--- src/sv/bsp_pkg.sv ---
// shared types, constants and arithmetic helpers for the background subtraction block
`timescale 1ns / 1ps
`default_nettype none
package bsp_pkg;

  localparam int MAX_PIXELS = 524288;
  localparam int POS_W      = $clog2(MAX_PIXELS);
  localparam int FILL_W     = $clog2(MAX_PIXELS + 1);
  localparam int CNT_W      = 16;
  localparam int PIX_W      = 24;
  localparam int GP_W       = 22;
  localparam int SQ_W       = 16;
  localparam int DIST_W     = 18;
  localparam int CFG_IDX_W  = 2;
  localparam int CFG_DATA_W = 16;

  localparam logic [GP_W-1:0] GRAY_R_C = GP_W'(4899);
  localparam logic [GP_W-1:0] GRAY_G_C = GP_W'(9617);
  localparam logic [GP_W-1:0] GRAY_B_C = GP_W'(1868);

  localparam logic [CFG_IDX_W-1:0] CFG_DIFF_THR  = 2'd0;
  localparam logic [CFG_IDX_W-1:0] CFG_COUNT_THR = 2'd1;
  localparam logic [CFG_IDX_W-1:0] CFG_BLEND_W   = 2'd2;
  localparam logic [CFG_IDX_W-1:0] CFG_OBJ_THR   = 2'd3;

  localparam logic [7:0]       DIFF_THR_RST  = 8'd50;
  localparam logic [CNT_W-1:0] COUNT_THR_RST = 16'd20;
  localparam logic [8:0]       BLEND_W_RST   = 9'd77;
  localparam logic [7:0]       OBJ_THR_RST   = 8'd60;
  localparam logic [8:0]       BLEND_W_MAX   = 9'd256;
  localparam logic [CNT_W-1:0] CNT_RST       = 16'd1;

  typedef struct packed {
    logic [7:0] red;
    logic [7:0] green;
    logic [7:0] blue;
  } pix_t;

  typedef struct packed {
    logic [GP_W-1:0] pr;
    logic [GP_W-1:0] pg;
    logic [GP_W-1:0] pb;
  } gprod_t;

  typedef struct packed {
    logic [7:0]       diff_thr;
    logic [CNT_W-1:0] count_thr;
    logic [8:0]       blend_w;
    logic [7:0]       obj_thr;
    logic [SQ_W-1:0]  thr_sq;
  } bsp_cfg_t;

  typedef struct packed {
    logic             bg_en;
    logic             cnt_en;
    logic [POS_W-1:0] addr;
    pix_t             bg;
    logic [CNT_W-1:0] cnt;
  } bsp_wr_t;

  typedef struct packed {
    logic object_bit;
    logic last_of_frame;
  } bsp_res_t;

  function automatic logic [7:0] absdiff8(input logic [7:0] a, input logic [7:0] b);
    absdiff8 = (a > b) ? (a - b) : (b - a);
  endfunction

  function automatic gprod_t gray_prods(input pix_t d);
    gprod_t p;
    p.pr = GRAY_R_C * GP_W'(d.red);
    p.pg = GRAY_G_C * GP_W'(d.green);
    p.pb = GRAY_B_C * GP_W'(d.blue);
    gray_prods = p;
  endfunction

  function automatic logic [7:0] gray_round(input gprod_t p);
    logic [GP_W:0] s;
    s = (GP_W+1)'(p.pr) + (GP_W+1)'(p.pg) + (GP_W+1)'(p.pb) + (GP_W+1)'(8192);
    gray_round = s[21:14];
  endfunction

  function automatic logic [7:0] blend_chan(input logic [7:0] bg, input logic [7:0] f,
                                            input logic [8:0] w);
    logic [16:0] t0;
    logic [16:0] t1;
    logic [9:0]  s;
    t0 = 17'(w) * 17'(bg);
    t1 = 17'(BLEND_W_MAX - w) * 17'(f);
    s  = 10'((t0 + 17'd128) >> 8) + 10'((t1 + 17'd128) >> 8);
    blend_chan = (s > 10'd255) ? 8'd255 : s[7:0];
  endfunction

  function automatic pix_t pix_absdiff(input pix_t a, input pix_t b);
    pix_t d;
    d.red   = absdiff8(a.red, b.red);
    d.green = absdiff8(a.green, b.green);
    d.blue  = absdiff8(a.blue, b.blue);
    pix_absdiff = d;
  endfunction

endpackage
`default_nettype wire

--- src/sv/bsp_pipe.sv ---
// four-stage pixel datapath: difference, update decision, re-difference, object test
`timescale 1ns / 1ps
`default_nettype none
module bsp_pipe (
  input  wire logic                     clk,
  input  wire logic                     rst_n,
  input  wire logic                     run,
  input  wire logic                     accept,
  input  wire bsp_pkg::pix_t            in_pix,
  input  wire logic                     in_fe,
  input  wire logic                     in_loaded,
  input  wire logic                     in_cnt_valid,
  input  wire logic [bsp_pkg::POS_W-1:0] in_pos,
  input  wire bsp_pkg::pix_t            bg_rd,
  input  wire logic [bsp_pkg::CNT_W-1:0] cnt_rd,
  input  wire bsp_pkg::bsp_cfg_t        cfg,
  output logic                          hazard,
  output bsp_pkg::bsp_wr_t              wr,
  output logic                          push,
  output bsp_pkg::bsp_res_t             res
);
  import bsp_pkg::*;

  // stage 1
  logic             s1_v_r, s1_fe_r, s1_ld_r, s1_cv_r;
  pix_t             s1_pix_r;
  logic [POS_W-1:0] s1_pos_r;
  // stage 2
  logic             s2_v_r, s2_fe_r, s2_ld_r;
  pix_t             s2_pix_r, s2_bg_r, s2_bl_r;
  logic [POS_W-1:0] s2_pos_r;
  logic [CNT_W-1:0] s2_cnt_r;
  gprod_t           s2_gp_r;
  logic [SQ_W-1:0]  s2_sqr_r, s2_sqg_r, s2_sqb_r;
  // stage 3
  logic             s3_v_r, s3_fe_r, s3_ld_r;
  pix_t             s3_pix_r, s3_nb_r;
  logic [POS_W-1:0] s3_pos_r;
  logic [CNT_W-1:0] s3_cnt_r;
  // stage 4
  logic             s4_v_r, s4_fe_r, s4_ld_r;
  gprod_t           s4_gp_r;

  logic [CNT_W-1:0]  s1_cnt;
  pix_t              s1_d, s1_bl;
  logic [7:0]        s2_gray;
  logic [DIST_W-1:0] s2_dist;
  logic [CNT_W-1:0]  s2_cnt_nxt;
  pix_t              s2_nb;
  pix_t              s3_d;

  assign hazard = (s1_v_r && (s1_pos_r == in_pos)) ||
                  (s2_v_r && (s2_pos_r == in_pos)) ||
                  (s3_v_r && (s3_pos_r == in_pos));

  always_comb begin
    s1_cnt      = s1_cv_r ? cnt_rd : CNT_RST;
    s1_d        = pix_absdiff(s1_pix_r, bg_rd);
    s1_bl.red   = blend_chan(bg_rd.red, s1_pix_r.red, cfg.blend_w);
    s1_bl.green = blend_chan(bg_rd.green, s1_pix_r.green, cfg.blend_w);
    s1_bl.blue  = blend_chan(bg_rd.blue, s1_pix_r.blue, cfg.blend_w);
  end

  always_comb begin
    s2_gray    = gray_round(s2_gp_r);
    s2_dist    = DIST_W'(s2_sqr_r) + DIST_W'(s2_sqg_r) + DIST_W'(s2_sqb_r);
    s2_cnt_nxt = (s2_dist > DIST_W'(cfg.thr_sq)) ? (s2_cnt_r + CNT_W'(1)) : s2_cnt_r;
    if (!s2_ld_r) begin
      s2_nb = s2_pix_r;
    end else if (s2_gray > cfg.diff_thr) begin
      s2_nb = (s2_cnt_nxt > cfg.count_thr) ? s2_pix_r : s2_bg_r;
    end else begin
      s2_nb = s2_bl_r;
    end
  end

  assign s3_d = pix_absdiff(s3_pix_r, s3_nb_r);

  always_comb begin
    wr.bg_en  = run && s3_v_r;
    wr.cnt_en = run && s3_v_r && s3_ld_r;
    wr.addr   = s3_pos_r;
    wr.bg     = s3_nb_r;
    wr.cnt    = s3_cnt_r;
  end

  assign push           = run && s4_v_r && s4_ld_r;
  assign res.object_bit = (gray_round(s4_gp_r) > cfg.obj_thr);
  assign res.last_of_frame = s4_fe_r;

  always_ff @(posedge clk) begin
    if (!rst_n) begin
      s1_v_r <= 1'b0;
      s2_v_r <= 1'b0;
      s3_v_r <= 1'b0;
      s4_v_r <= 1'b0;
    end else if (run) begin
      s1_v_r <= accept;
      s2_v_r <= s1_v_r;
      s3_v_r <= s2_v_r;
      s4_v_r <= s3_v_r;
    end
  end

  always_ff @(posedge clk) begin
    if (run) begin
      s1_pix_r <= in_pix;
      s1_fe_r  <= in_fe;
      s1_ld_r  <= in_loaded;
      s1_cv_r  <= in_cnt_valid;
      s1_pos_r <= in_pos;

      s2_pix_r <= s1_pix_r;
      s2_bg_r  <= bg_rd;
      s2_bl_r  <= s1_bl;
      s2_fe_r  <= s1_fe_r;
      s2_ld_r  <= s1_ld_r;
      s2_pos_r <= s1_pos_r;
      s2_cnt_r <= s1_cnt;
      s2_gp_r  <= gray_prods(s1_d);
      s2_sqr_r <= SQ_W'(s1_d.red) * SQ_W'(s1_d.red);
      s2_sqg_r <= SQ_W'(s1_d.green) * SQ_W'(s1_d.green);
      s2_sqb_r <= SQ_W'(s1_d.blue) * SQ_W'(s1_d.blue);

      s3_pix_r <= s2_pix_r;
      s3_nb_r  <= s2_nb;
      s3_fe_r  <= s2_fe_r;
      s3_ld_r  <= s2_ld_r;
      s3_pos_r <= s2_pos_r;
      s3_cnt_r <= s2_cnt_nxt;

      s4_gp_r  <= gray_prods(s3_d);
      s4_fe_r  <= s3_fe_r;
      s4_ld_r  <= s3_ld_r;
    end
  end

endmodule
`default_nettype wire

--- config.mk ---
export PLATFORM = sky130hd
export DESIGN_NAME = bsp_pipe
export DESIGN_NICKNAME = d
export VERILOG_FILES = /design/src/sv/bsp_pkg.sv /design/src/sv/bsp_pipe.sv
export SDC_FILE = /design/constraint.sdc
export NUM_CORES = 2
export LEC_CHECK = 0
export ABC_AREA = 1
export BUFFER_PORTS_ARGS = -buffer_cell sky130_fd_sc_hd__buf_4
export CAP_MARGIN = 40
export CORE_MARGIN = 5
export CORE_UTILIZATION = 40
export DETAILED_ROUTE_END_ITERATION = 16
export PLACE_DENSITY = 0.64
export SETUP_SLACK_MARGIN = 0.3
export SLEW_MARGIN = 20
export SYNTH_ARGS = -nofsm -noshare
export SYNTH_HDL_FRONTEND = slang
export SYNTH_SLANG_ARGS = --single-unit
--- constraint.sdc ---
create_clock -name clk -period 7.1 [get_ports clk]
set_clock_uncertainty 0.2 [all_clocks]
set_input_delay 1.065 -clock clk [delete_from_list [all_inputs] [get_ports clk]]
set_output_delay 1.065 -clock clk [all_outputs]
set_load 0.05 [all_outputs]
==> results.toml <==
[status]
outcome = "finished clean"

[detailed_routing]
vias = 40880
final_antenna_net_count = 0
route.detailed.wl_per_inst_um = 16.31
first_pass_iters = 6
drt_iter0_drc = 2372
routed_wl_um = 136500
drc = 0
viasPerCell = 4.884

[cts]
numCtsBuffers = 48
htree_levels = 2
cts.root.buffer_cell = "clkbuf_16"
cts_sinks = 408
clk_path_buf_depth = 3
path_clk_slew_ns = 0.06
cts_tree = "yes"
clk_latency_ns = 0.66
holdBufCountCts = 0

[worst_setup_path]
r2r-start = "s1_pix_r[16]$_DFFE_PP_"
path_buf_inv = 12
setup.worst_path.start_class = "input port"
rrSetupSlack_ns = 0.62
crit_type = "input port to flop"
rr_worst_depth = 29
crit_fanout = 8
required_ns = 7.27
slowest_stage = "fa_2"
end_kind = "flop"
cp_slowest_stage_delay_ns = 0.57
r2r-end = "s2_sqr_r[13]$_DFFE_PP_"
critPathTopFamily = "adder cells"
arrival_ns = 7.12

[floorplan]
core_mm2 = 0.1330
dieArea_mm2 = 0.1407
ios = 212
die_x_um = 375.1
rows = 134
die_height_um = 375.1
initial_core_util = 0.4011

[sta]
grt_setup_unrepaired = "true"
setup_viol = 0
finalHoldViolations = 0
slew_headroom = 0.4417
layout_min_cycle_time_ns = 6.941
fmax_mhz = 144.1
worst_pin_slew_ns = 0.8365
slew_violations = 0
min_period_over_period = 0.9776

[cells_and_area]
drive_gt1_frac = 0.1378
regArea_mm2 = 0.01221
final_nets = 8100
multi_input_area_mm2 = 0.03614
area.growth.synth_to_final_pct = 16.08
fin_util = 0.4656
fillers = 12540

[synthesis]
synth_compound_area_frac = 0.07165
ys_seq_area_frac = 0.2290
postSynthAreaPerCell_um2 = 8.842
syn_area_mm2 = 0.05333
synthCells = 6031
synth-adder-area-share = 0.4028
synth_mux_area_frac = 0.0003754
synth.distinct_cells = 59
synthSimpleGateAreaFrac = 0.1354
synth_top_family_by_area = "adder cells"
synth_edf_count = 404
synth_xor_area_frac = 0.05518
ys_seq_elements = 408
yosys_warnings = 0
ys_async_sr_fraction = 0
yosys_most_used_dff = "edfxtp_1"

[global_routing]
grtUsageTotal = 0.1913
grt_overflow = 0
grt_pass1_wl_um = 218000
grt_pass1_vias = 41730
antenna_found_initial = 11
grt_max_degree = 67

[worst_hold_path]
hold_start = "s1_ld_r$_DFFE_PP_"
hold_path_depth = 0
hold_path_class = "flop to flop"
hold_end = "s2_ld_r$_DFFE_PP_"

[flow_run]
drv_cap = 0

[placed_design]
gp_congestion = 0.9155
hpwl_um = 113900
port_buffers = 211
==> cells in the mapped netlist, drive strengths merged, types with 4 or more instances <==
cell type	count	area, um2
o21bai	23	172.7
nor2	426	1684
o31ai	9	67.56
nand3b	25	187.7
o21a	9	67.56
a31oi	13	81.33
nor4	8	50.05
nand3	149	755.7
edfxtp	404	12130
xnor2	111	972.2
clkinv	13	48.80
o22ai	9	56.30
a211oi	16	120.1
nand2	1059	4053
a21o	25	187.7
a21boi	5	37.54
nor3	32	175.2
a21oi	352	1769
clkbuf	74	280.3
o21ai	145	763.2
inv	1348	5060
a221oi	12	105.1
buf	42	239.0
ha	864	10810
o2111ai	21	183.9
xor2	225	1971
o211ai	10	75.07
fa	533	10670
dfxtp	4	80.08
or2	19	118.9
nand4	28	190.2
==> layout by cell type (no fill, tap or decap), types with 111 or more instances in the layout <==
cell      count
a21oi_1     333
inv_1      1305
edfxtp_1    404
o21ai_0     111
ha_1        843
xor2_1      223
nand3_1     142
fa_1        526
nor2_1      389
buf_4       566
nand2_1    1003
==> worst max path at each step <==
stage                        from                        end  depth (start not counted)
after floorplan           cfg[24]   s2_bl_r[1]$_SDFFCE_PN1P_                         38
after global placement    cfg[24]  s2_bl_r[15]$_SDFFCE_PN1P_                         43
after detailed placement  cfg[24]   s2_bl_r[4]$_SDFFCE_PN1P_                         39
after CTS                 cfg[24]   s2_bl_r[0]$_SDFFCE_PN1P_                         39
after global routing      cfg[24]   s2_bl_r[4]$_SDFFCE_PN1P_                         38
final                     cfg[24]   s2_bl_r[0]$_SDFFCE_PN1P_                         38
==> area by class of cell <==
class / instances / area share
Antenna cell: 6 / 0.0002426
Tap cell: 1768 / 0.03574
Inverter: 1361 / 0.08309
Multi-Input combinational cell: 4150 / 0.5838
Clock buffer: 56 / 0.02039
Timing Repair Buffer: 587 / 0.07357
Sequential cell: 408 / 0.1973
Clock inverter: 33 / 0.005922
==> flip-flops by register name, summed over array words and instances (netlist names), 14 cells and up <==
name / count
wr: 24
s4_gp_r: 60
s1_pix_r: 24
s2_gp_r: 58
s2_cnt_r: 16
s2_sqr_r: 15
s2_bg_r: 24
s1_pos_r: 19
s3_pos_r: 19
s3_pix_r: 24
s2_bl_r: 24
s3_cnt_r: 16
s2_sqg_r: 14
s2_pos_r: 19
s2_sqb_r: 15
s2_pix_r: 24
==> repair_timing <==
action,in CTS,in global routing
gates cloned,0,1
setup buffers,9,29
pin swaps,29,88
resized for setup,31,112
setup endpoints to repair,24,65
==> stage by stage <==
step | TNS, ns | hold slack [ns] | instances | instance area, um2 | setup WS (ns)
after floorplan | -1.911 | 0.2003 | 6034 | 53510 | -0.1645
final | 0 | 0.2212 | 8369 | 61900 | 0.1589
after detailed placement | -15.84 | 0.2045 | 8232 | 59300 | -0.6935
after CTS | 0 | 0.2218 | 8330 | 61130 | 0.2472
after global routing | -1.456 | 0.2357 | 8363 | 61890 | -0.1152
after global placement | -14.20 | 0.2017 | 8229 | 59260 | -0.6609
==> kinds of logic after synthesis <==
group | count (synthesis)
buffers and inverters | 1477
adders and majority gates | 1397
other | 1
and+or+nand+nor | 1747
DFF | 408
AOI/OAI and AO/OA | 663
xor gates and xnor gates | 336
muxes | 2
==> routing by layer <==
metal  share of wire  GRT usage  vias to the layer above  routed length [um]
met5          0.0010          0                        -                 136
met4           0.025    0.04855                        8                3416
met3           0.064    0.03332                      181                8795
met2            0.46     0.3219                      930               63370
met1            0.45     0.2562                    19620               60800
li1                -          -                    20140                   -
Power is not shown: default switching activity piles up to over one toggle a cycle in this logic, so the estimate is an artifact.
