--- src/sv/bsp_pkg.sv ---
// shared types, constants and arithmetic helpers for the background subtraction block
`timescale 1ns / 1ps
`default_nettype none
package bsp_pkg;

  localparam int MAX_PIXELS = 524288;
  localparam int POS_W      = $clog2(MAX_PIXELS);
  localparam int FILL_W     = $clog2(MAX_PIXELS + 1);
  localparam int CNT_W      = 16;
  localparam int PIX_W      = 24;
  localparam int GP_W       = 22;
  localparam int SQ_W       = 16;
  localparam int DIST_W     = 18;
  localparam int CFG_IDX_W  = 2;
  localparam int CFG_DATA_W = 16;

  localparam logic [GP_W-1:0] GRAY_R_C = GP_W'(4899);
  localparam logic [GP_W-1:0] GRAY_G_C = GP_W'(9617);
  localparam logic [GP_W-1:0] GRAY_B_C = GP_W'(1868);

  localparam logic [CFG_IDX_W-1:0] CFG_DIFF_THR  = 2'd0;
  localparam logic [CFG_IDX_W-1:0] CFG_COUNT_THR = 2'd1;
  localparam logic [CFG_IDX_W-1:0] CFG_BLEND_W   = 2'd2;
  localparam logic [CFG_IDX_W-1:0] CFG_OBJ_THR   = 2'd3;

  localparam logic [7:0]       DIFF_THR_RST  = 8'd50;
  localparam logic [CNT_W-1:0] COUNT_THR_RST = 16'd20;
  localparam logic [8:0]       BLEND_W_RST   = 9'd77;
  localparam logic [7:0]       OBJ_THR_RST   = 8'd60;
  localparam logic [8:0]       BLEND_W_MAX   = 9'd256;
  localparam logic [CNT_W-1:0] CNT_RST       = 16'd1;

  typedef struct packed {
    logic [7:0] red;
    logic [7:0] green;
    logic [7:0] blue;
  } pix_t;

  typedef struct packed {
    logic [GP_W-1:0] pr;
    logic [GP_W-1:0] pg;
    logic [GP_W-1:0] pb;
  } gprod_t;

  typedef struct packed {
    logic [7:0]       diff_thr;
    logic [CNT_W-1:0] count_thr;
    logic [8:0]       blend_w;
    logic [7:0]       obj_thr;
    logic [SQ_W-1:0]  thr_sq;
  } bsp_cfg_t;

  typedef struct packed {
    logic             bg_en;
    logic             cnt_en;
    logic [POS_W-1:0] addr;
    pix_t             bg;
    logic [CNT_W-1:0] cnt;
  } bsp_wr_t;

  typedef struct packed {
    logic object_bit;
    logic last_of_frame;
  } bsp_res_t;

  function automatic logic [7:0] absdiff8(input logic [7:0] a, input logic [7:0] b);
    absdiff8 = (a > b) ? (a - b) : (b - a);
  endfunction

  function automatic gprod_t gray_prods(input pix_t d);
    gprod_t p;
    p.pr = GRAY_R_C * GP_W'(d.red);
    p.pg = GRAY_G_C * GP_W'(d.green);
    p.pb = GRAY_B_C * GP_W'(d.blue);
    gray_prods = p;
  endfunction

  function automatic logic [7:0] gray_round(input gprod_t p);
    logic [GP_W:0] s;
    s = (GP_W+1)'(p.pr) + (GP_W+1)'(p.pg) + (GP_W+1)'(p.pb) + (GP_W+1)'(8192);
    gray_round = s[21:14];
  endfunction

  function automatic logic [7:0] blend_chan(input logic [7:0] bg, input logic [7:0] f,
                                            input logic [8:0] w);
    logic [16:0] t0;
    logic [16:0] t1;
    logic [9:0]  s;
    t0 = 17'(w) * 17'(bg);
    t1 = 17'(BLEND_W_MAX - w) * 17'(f);
    s  = 10'((t0 + 17'd128) >> 8) + 10'((t1 + 17'd128) >> 8);
    blend_chan = (s > 10'd255) ? 8'd255 : s[7:0];
  endfunction

  function automatic pix_t pix_absdiff(input pix_t a, input pix_t b);
    pix_t d;
    d.red   = absdiff8(a.red, b.red);
    d.green = absdiff8(a.green, b.green);
    d.blue  = absdiff8(a.blue, b.blue);
    pix_absdiff = d;
  endfunction

endpackage
`default_nettype wire

--- src/sv/bsp_out_fifo.sv ---
// four-entry result queue between the datapath and the output channel
`timescale 1ns / 1ps
`default_nettype none
module bsp_out_fifo (
  input  wire logic              clk,
  input  wire logic              rst_n,
  input  wire logic              push,
  input  wire bsp_pkg::bsp_res_t push_data,
  output logic                   not_full,
  output logic                   out_valid,
  input  wire logic              out_stall,
  output bsp_pkg::bsp_res_t      out_data
);
  import bsp_pkg::*;

  localparam int DEPTH = 4;
  localparam int PTR_W = $clog2(DEPTH);

  bsp_res_t         mem [DEPTH];
  logic [PTR_W-1:0] wr_ptr_r, rd_ptr_r;
  logic [PTR_W:0]   count_r;
  logic             pop;

  assign not_full  = (count_r != (PTR_W+1)'(DEPTH));
  assign out_valid = (count_r != '0);
  assign out_data  = mem[rd_ptr_r];
  assign pop       = out_valid && !out_stall;

  always_ff @(posedge clk) begin
    if (push) begin
      mem[wr_ptr_r] <= push_data;
    end
  end

  always_ff @(posedge clk) begin
    if (!rst_n) begin
      wr_ptr_r <= '0;
      rd_ptr_r <= '0;
      count_r  <= '0;
    end else begin
      if (push) begin
        wr_ptr_r <= wr_ptr_r + PTR_W'(1);
      end
      if (pop) begin
        rd_ptr_r <= rd_ptr_r + PTR_W'(1);
      end
      if (push && !pop) begin
        count_r <= count_r + (PTR_W+1)'(1);
      end else if (pop && !push) begin
        count_r <= count_r - (PTR_W+1)'(1);
      end
    end
  end

endmodule
`default_nettype wire

--- config.mk ---
export PLATFORM = sky130hd
export DESIGN_NAME = bsp_out_fifo
export DESIGN_NICKNAME = d
export VERILOG_FILES = /design/src/sv/bsp_pkg.sv /design/src/sv/bsp_out_fifo.sv
export SDC_FILE = /design/constraint.sdc
export NUM_CORES = 1
export LEC_CHECK = 0
export BUFFER_PORTS_ARGS = -buffer_cell sky130_fd_sc_hd__buf_2
export CAP_MARGIN = 25
export CORE_MARGIN = 5
export CORE_UTILIZATION = 50
export DETAILED_ROUTE_END_ITERATION = 6
export HOLD_SLACK_MARGIN = 0.06
export PLACE_DENSITY = 0.81
export SYNTH_ARGS = -nofsm -noshare
export SYNTH_HDL_FRONTEND = slang
export SYNTH_SLANG_ARGS = --single-unit
--- constraint.sdc ---
create_clock -name clk -period 2.1 [get_ports clk]
set_input_delay 0.42 -clock clk [delete_from_list [all_inputs] [get_ports clk]]
set_output_delay 0.42 -clock clk [all_outputs]
set_load 0.02 [all_outputs]
==> results of run 1 <==
## worst max path at each step
stage / from / end / slack (ps) / cells past startpoint
after floorplan: count_r[1]$_SDFFE_PN0P_ / count_r[2]$_SDFFE_PN0P_ / 180 / 8
after global placement: count_r[1]$_SDFFE_PN0P_ / count_r[2]$_SDFFE_PN0P_ / 90 / 8
after detailed placement: count_r[1]$_SDFFE_PN0P_ / count_r[2]$_SDFFE_PN0P_ / 30 / 8
after CTS: count_r[1]$_SDFFE_PN0P_ / count_r[2]$_SDFFE_PN0P_ / 40 / 8
after global routing: count_r[2]$_SDFFE_PN0P_ / count_r[2]$_SDFFE_PN0P_ / 10 / 8
final: count_r[2]$_SDFFE_PN0P_ / count_r[2]$_SDFFE_PN0P_ / 120 / 8
## stage by stage
| step | total power, mW | worst slack (ps) | instance area [µm²] |
|---|---|---|---|
| 2_1_floorplan | 0.693 | 180 | 753 |
| 3_3_place_gp | 0.779 | 86.5 | 826 |
| 3_5_place_dp | 0.785 | 34.9 | 826 |
| 4_1_cts | 0.976 | 41.4 | 860 |
| 5_1_grt | 1.10 | 13.4 | 878 |
| 6_report | 1.03 | 122 | 878 |
## timing repair
item                       in CTS  in global routing
pin swaps                       0                  2
gates resized for setup         1                  5
hold endpoints to repair        0                  0
setup endpoints to repair       1                  1
buffers inserted                0                  1
## routing by layer
layer	share of wire [%]	GRT usage (%)
met1	39	12.0
met2	55	18.3
met3	3.7	3.06
met4	2.4	5.38
met5	0	0
## cells in the final DEF, fill, tap and decap left out, types with 2 or more instances in the layout
cell type / netlist / routed
inv_1: 4 / 4
buf_4: 0 / 2
a21boi_1: 4 / 4
ha_1: 5 / 4
and2_1: 6 / 6
xor2_1: 2 / 2
dfxtp_1: 9 / 8
edfxtp_1: 8 / 8
o21ai_0: 3 / 3
clkbuf_4: 0 / 3
or3_1: 3 / 3
mux4_2: 2 / 2
mux2i_1: 2 / 2
buf_2: 0 / 9
nor2b_1: 2 / 2
## power groups by stage
stage	Sequential [mW]	Combinational [mW]	Clock, mW
CTS	0.457	0.344	0.175
global route	0.475	0.433	0.189
floorplan	0.451	0.241	0
finish	0.466	0.387	0.175
detailed placement	0.455	0.330	0
global placement	0.452	0.326	0
## final cells by class
cell class                      count  area (µm²)
Sequential cell                    17         424
Tap cell                           16        20.0
Timing Repair Buffer               11        60.1
Multi-Input combinational cell     36         332
Fill cell                         129         593
Clock inverter                      1        5.00
Inverter                            4        15.0
Clock buffer                        3        22.5
## cell families after synthesis
logic type,Yosys count
simple gates,16
mux,4
xor+xnor,3
flops,17
fa+ha+maj,6
buf+inv,4
compound gates,7
==> flow_summary.ini, run 1 <==
[outcome]
status = completed

[finish]
drive_gt1_share_pct = 30.6
area_growth_pct = 16.6
finalNonFillerCells = 88
nets = 85
n_antenna_cell = 0
fin_util_pct = 59.7

[floorplanning]
die-area_um2 = 2380
start_util_pct = 51.2
die_height_um = 48.8
dieWidth_um = 48.8
rows = 14
core_area_um2 = 1470
io_pins = 10

[sta]
drv_slew = 0
max_freq_ghz = 0.506
rsz0062_at_grt = false
period_minus_slack_ps = 1980
worst-slew-pin-transition_ps = 244
fin_setup_tns_ps = 0
finalCritPeriodShare_pct = 94.2
holdWs_ps = 332
hold_viol = 0
maxSlewHeadroom_pct = 83.6
finalSetupViolCount = 0
finClkSkew_ps = 14.4

[setup_path]
crit_type = reg2reg
cp-start-kind = flip-flop
reg2reg_to = count_r[2]$_SDFFE_PN0P_
reg2regPathDepth = 8
cp_data_arrival_time_ps = 2210
worstPathBufferInverterCount = 1
required_ps = 2340
path_delay_family = simple AND/OR/NAND/NOR gates
r2r_start = count_r[2]$_SDFFE_PN0P_
ff2ff_setup_slack_ps = 120
critical_path.max_stage_delay_ps = 370
crit_fanout = 4
crit_chain = nor3_4 > or2_4 > ha_2 > inv_1 > fa_2 > xor2_1 > or3_1 > a21boi_1
crit_path_end_kind = flip-flop
crit_slowest_cell = dfxtp_4

[yosys]
synth_ff_type = dfxtp_1
syn_inst = 57
synthAdderAreaFrac_pct = 11.0
synth_fp_nets = 69
synthArstFlopShare_pct = 0
synth_warnings = 0
synth-simple-area-share_pct = 13.1
synth_top_family_by_area = simple AND/OR/NAND/NOR gates
synthTopCellsByArea = edfxtp_1 (32%), dfxtp_1 (24%), ha_1 (8.3%), mux4_2 (6.0%), and2_1 (5.0%)
synth.distinct_cells = 19
synth_edf_count = 8
yosysMostFrequentCell = dfxtp_1
synth_common_cells = dfxtp_1 (9), edfxtp_1 (8), and2_1 (6), ha_1 (5)
synth_xor_area_share_pct = 3.49
muxShareOfSynthArea_pct = 8.64
synth_compound_gate_area_share_pct = 5.98
avgSynthCellArea_um2 = 13.2
yosys.area.top_type = edfxtp_1
synth_top_cell_area_share_pct = 31.9
ys_seq_elements = 17
syn_area_um2 = 753
synth_seq_area_share_pct = 55.8

[clock_tree]
numCtsBuffers = 3
cts_buffer_depth = 2
hold_buffers = 0
clk_latency_ps = 300
cts_tree = built
clkTransAtPathRegs_ps = 110
cts_num_sinks = 17
cts_root_buf = clkbuf_4
cts.htree.levels = 1

[pwr]
power_switching_uw = 351
peakVddDrop_v = 0.000859
clockPowerShare_pct = 17.1
pwr-share-comb_pct = 37.6
p_sw_share_pct = 34.2
power_density_nw_per_um2 = 1170
p_leak_nw = 0.352
power.internal_uw = 676
pwr-share-seq_pct = 45.3

[drt]
antenna_left = 0
wl_per_cell_um = 13.6
drc = 0
viasPerCell = 5.22
vias = 459
first_pass_iters = 2
drt_iter0_drc = 2
wl_mm = 1.20

[placement]
dp_cells = 83
gp_congestion = 0.698
io_buffers = 9
dpl.hpwl_um = 859

[grt]
grt_pass1_vias = 466
grt_max_degree = 11
antenna_found_initial = 0
grt_pass1_wl_mm = 1.97
track_usage_pct = 10.7
overflow = 0

[hold_path]
hold-path-cell-count = 1
min_path_type = in2reg
worstHoldStart = push_data[0]
hold-path-endpoint = mem[3][0]$_DFFE_PP_

[job]
drv_cap = 0
Power figures use the tool's default switching activity.
==> inputs of run 2 (changes only) <==
--- a/config.mk
+++ b/config.mk
@@ -7,11 +7,11 @@
 export LEC_CHECK = 0
 export BUFFER_PORTS_ARGS = -buffer_cell sky130_fd_sc_hd__buf_2
 export CAP_MARGIN = 25
-export CORE_MARGIN = 5
+export CORE_MARGIN = 2
 export CORE_UTILIZATION = 50
 export DETAILED_ROUTE_END_ITERATION = 6
 export HOLD_SLACK_MARGIN = 0.06
-export PLACE_DENSITY = 0.81
+export PLACE_DENSITY_LB_ADDON = 0.3
 export SYNTH_ARGS = -nofsm -noshare
 export SYNTH_HDL_FRONTEND = slang
 export SYNTH_SLANG_ARGS = --single-unit
==> run 2 against run 1 <==
  * Via count down 2.2%
  * Final area down 2.1%
  * Global-route usage up 3.2 points
  * First-iteration DRC count rose to 3.0 times the previous value
  * Clock power down 7%
  * Routed wire length down 12%
  * Flip-flop and latch count unchanged
  * Non-clock buffer count unchanged
  * Core utilization down 0.57 points
  * Clock skew down 11 ps
  * Count of clock-buffer cells in the layout up 1
  * Largest cell class unchanged
  * Critical endpoint unchanged
  * Register-to-register slack about the same
==> flow_summary.ini, run 2 (synthesized netlist as in run 1, its figures left out) <==
[pwr]
p_leak_nw = 0.349
peakVddDrop_v = 0.000664
power_density_nw_per_um2 = 1120

[hold_path]
min_path_type = in2reg

[drt]
antenna_left = 0
drt_iter0_drc = 6
vias = 449
wl_per_cell_um = 12.0
first_pass_iters = 3
wl_mm = 1.06
viasPerCell = 5.10
drc = 0

[finish]
n_antenna_cell = 0
drive_gt1_share_pct = 25.0
nets = 85
layout_common_cells = dfxtp_1 (9), buf_2 (9), edfxtp_1 (8)
area_growth_pct = 14.1
finalNonFillerCells = 88

[grt]
grt_max_degree = 10
antenna_found_initial = 0
grt_pass1_vias = 461
grt_pass1_wl_mm = 1.86
track_usage_pct = 13.9
overflow = 0

[sta]
holdWs_ps = 358
maxSlewHeadroom_pct = 83.4
finalSetupViolCount = 0
rsz0062_at_grt = false
setup_ws_ps = 136
fin_setup_tns_ps = 0
hold_viol = 0
worst-slew-pin-transition_ps = 247
finalCritPeriodShare_pct = 93.5
finClkSkew_ps = 3.75
max_freq_ghz = 0.509
period_minus_slack_ps = 1960
drv_slew = 0

[placement]
dpl.hpwl_um = 851
io_buffers = 9
post-place-ws_ps = 168
gp_congestion = 0.742
dp_cells = 84

[floorplanning]
die_height_um = 42.8
core_area_um2 = 1450
rows = 14
die-area_um2 = 1830
dieWidth_um = 42.8
io_pins = 10
start_util_pct = 51.8

[clock_tree]
cts_num_sinks = 17
post_cts_resized = 0
cts_tree = built
hold_buffers = 0
clk_latency_ps = 270
cts_root_buf = clkbuf_4
cts.htree.levels = 1
clkTransAtPathRegs_ps = 90
numCtsBuffers = 3
cts_buffer_depth = 2
post_cts_buffers = 0

[setup_path]
crit_path_end_kind = flip-flop
ff2ff_setup_slack_ps = 140
critical_path.max_stage_delay_ps = 380
crit_fanout = 4
crit_type = reg2reg
cp_data_arrival_time_ps = 2180
crit_chain = nor3_2 > or2_2 > ha_1 > inv_1 > fa_1 > xor2_1 > or3_1 > a21boi_1
crit_slowest_cell = fa_1
required_ps = 2310
cp-start-kind = flip-flop

[outcome]
status = completed

[job]
drv_cap = 0
## run 2: changes by cell type in the layout (fill, tap and decap cells not counted)
cell / before / now
clkbuf_1: 0 / 1
or2_4: 1 / 0
dfxtp_4: 1 / 0
fa_2: 1 / 0
nor3_4: 1 / 0
nor3_2: 0 / 1
ha_2: 1 / 0
or2_2: 0 / 1
dfxtp_1: 8 / 9
ha_1: 4 / 5
clkinv_2: 1 / 0
fa_1: 0 / 1
## run 2: final cells by class
| cell class | instances | area, µm² |
|---|---|---|
| multi-input combinational | 36 | 318 |
| inverter | 4 | 15.0 |
| timing repair buffer | 11 | 60.1 |
| clock buffer | 4 | 26.3 |
| fill | 123 | 594 |
| tap | 16 | 20.0 |
| sequential | 17 | 420 |
## run 2: report_power, final
group / leakage, nW / internal (mW) / total, mW / switching (mW)
registers: 0.148 / 0.402 / 0.445 / 0.0429
clock network: 0.0150 / 0.0736 / 0.162 / 0.0885
logic: 0.186 / 0.175 / 0.356 / 0.181
total: 0.349 / 0.651 / 0.964 / 0.312
## run 2: final timing paths
check                                start                  endpoint  depth (start not counted)
setup / recovery   count_r[1]$_SDFFE_PN0P_   count_r[2]$_SDFFE_PN0P_                          8
hold / removal                push_data[1]       mem[1][1]$_DFFE_PP_                          1
setup reg to reg   count_r[1]$_SDFFE_PN0P_   count_r[2]$_SDFFE_PN0P_                          8
hold reg to reg   rd_ptr_r[1]$_SDFFE_PN0P_  rd_ptr_r[1]$_SDFFE_PN0P_                          2
## run 2: worst max-delay path: cells and delay by family, from the launching register on
| kind | cells | cell delay (ps) |
|---|---|---|
| DFF | 1 | 370 |
| adders and majority gates | 2 | 550 |
| xor gates and xnor gates | 1 | 160 |
| and+or+nand+nor | 3 | 620 |
| buffers and inverters | 1 | 60 |
| AOI/OAI and AO/OA | 1 | 140 |
## run 2: layer usage
| layer | share of wire, % | track usage [%] |
|---|---|---|
| met4 | 0.95 | 7.50 |
| met2 | 53 | 23.6 |
| met3 | 2.4 | 2.55 |
| met5 | 0 | 0 |
| met1 | 43 | 16.5 |
## run 2: per-stage QoR
| step | util [%] | cell area [µm²] | total power [mW] |
|---|---|---|---|
| floorplan | - | 753 | 0.693 |
| global placement | 57.3 | 833 | 0.797 |
| detailed placement | 57.3 | 833 | 0.812 |
| CTS | 59.1 | 860 | 0.974 |
| global route | 59.1 | 860 | 1.03 |
| finish | 59.1 | 860 | 0.964 |
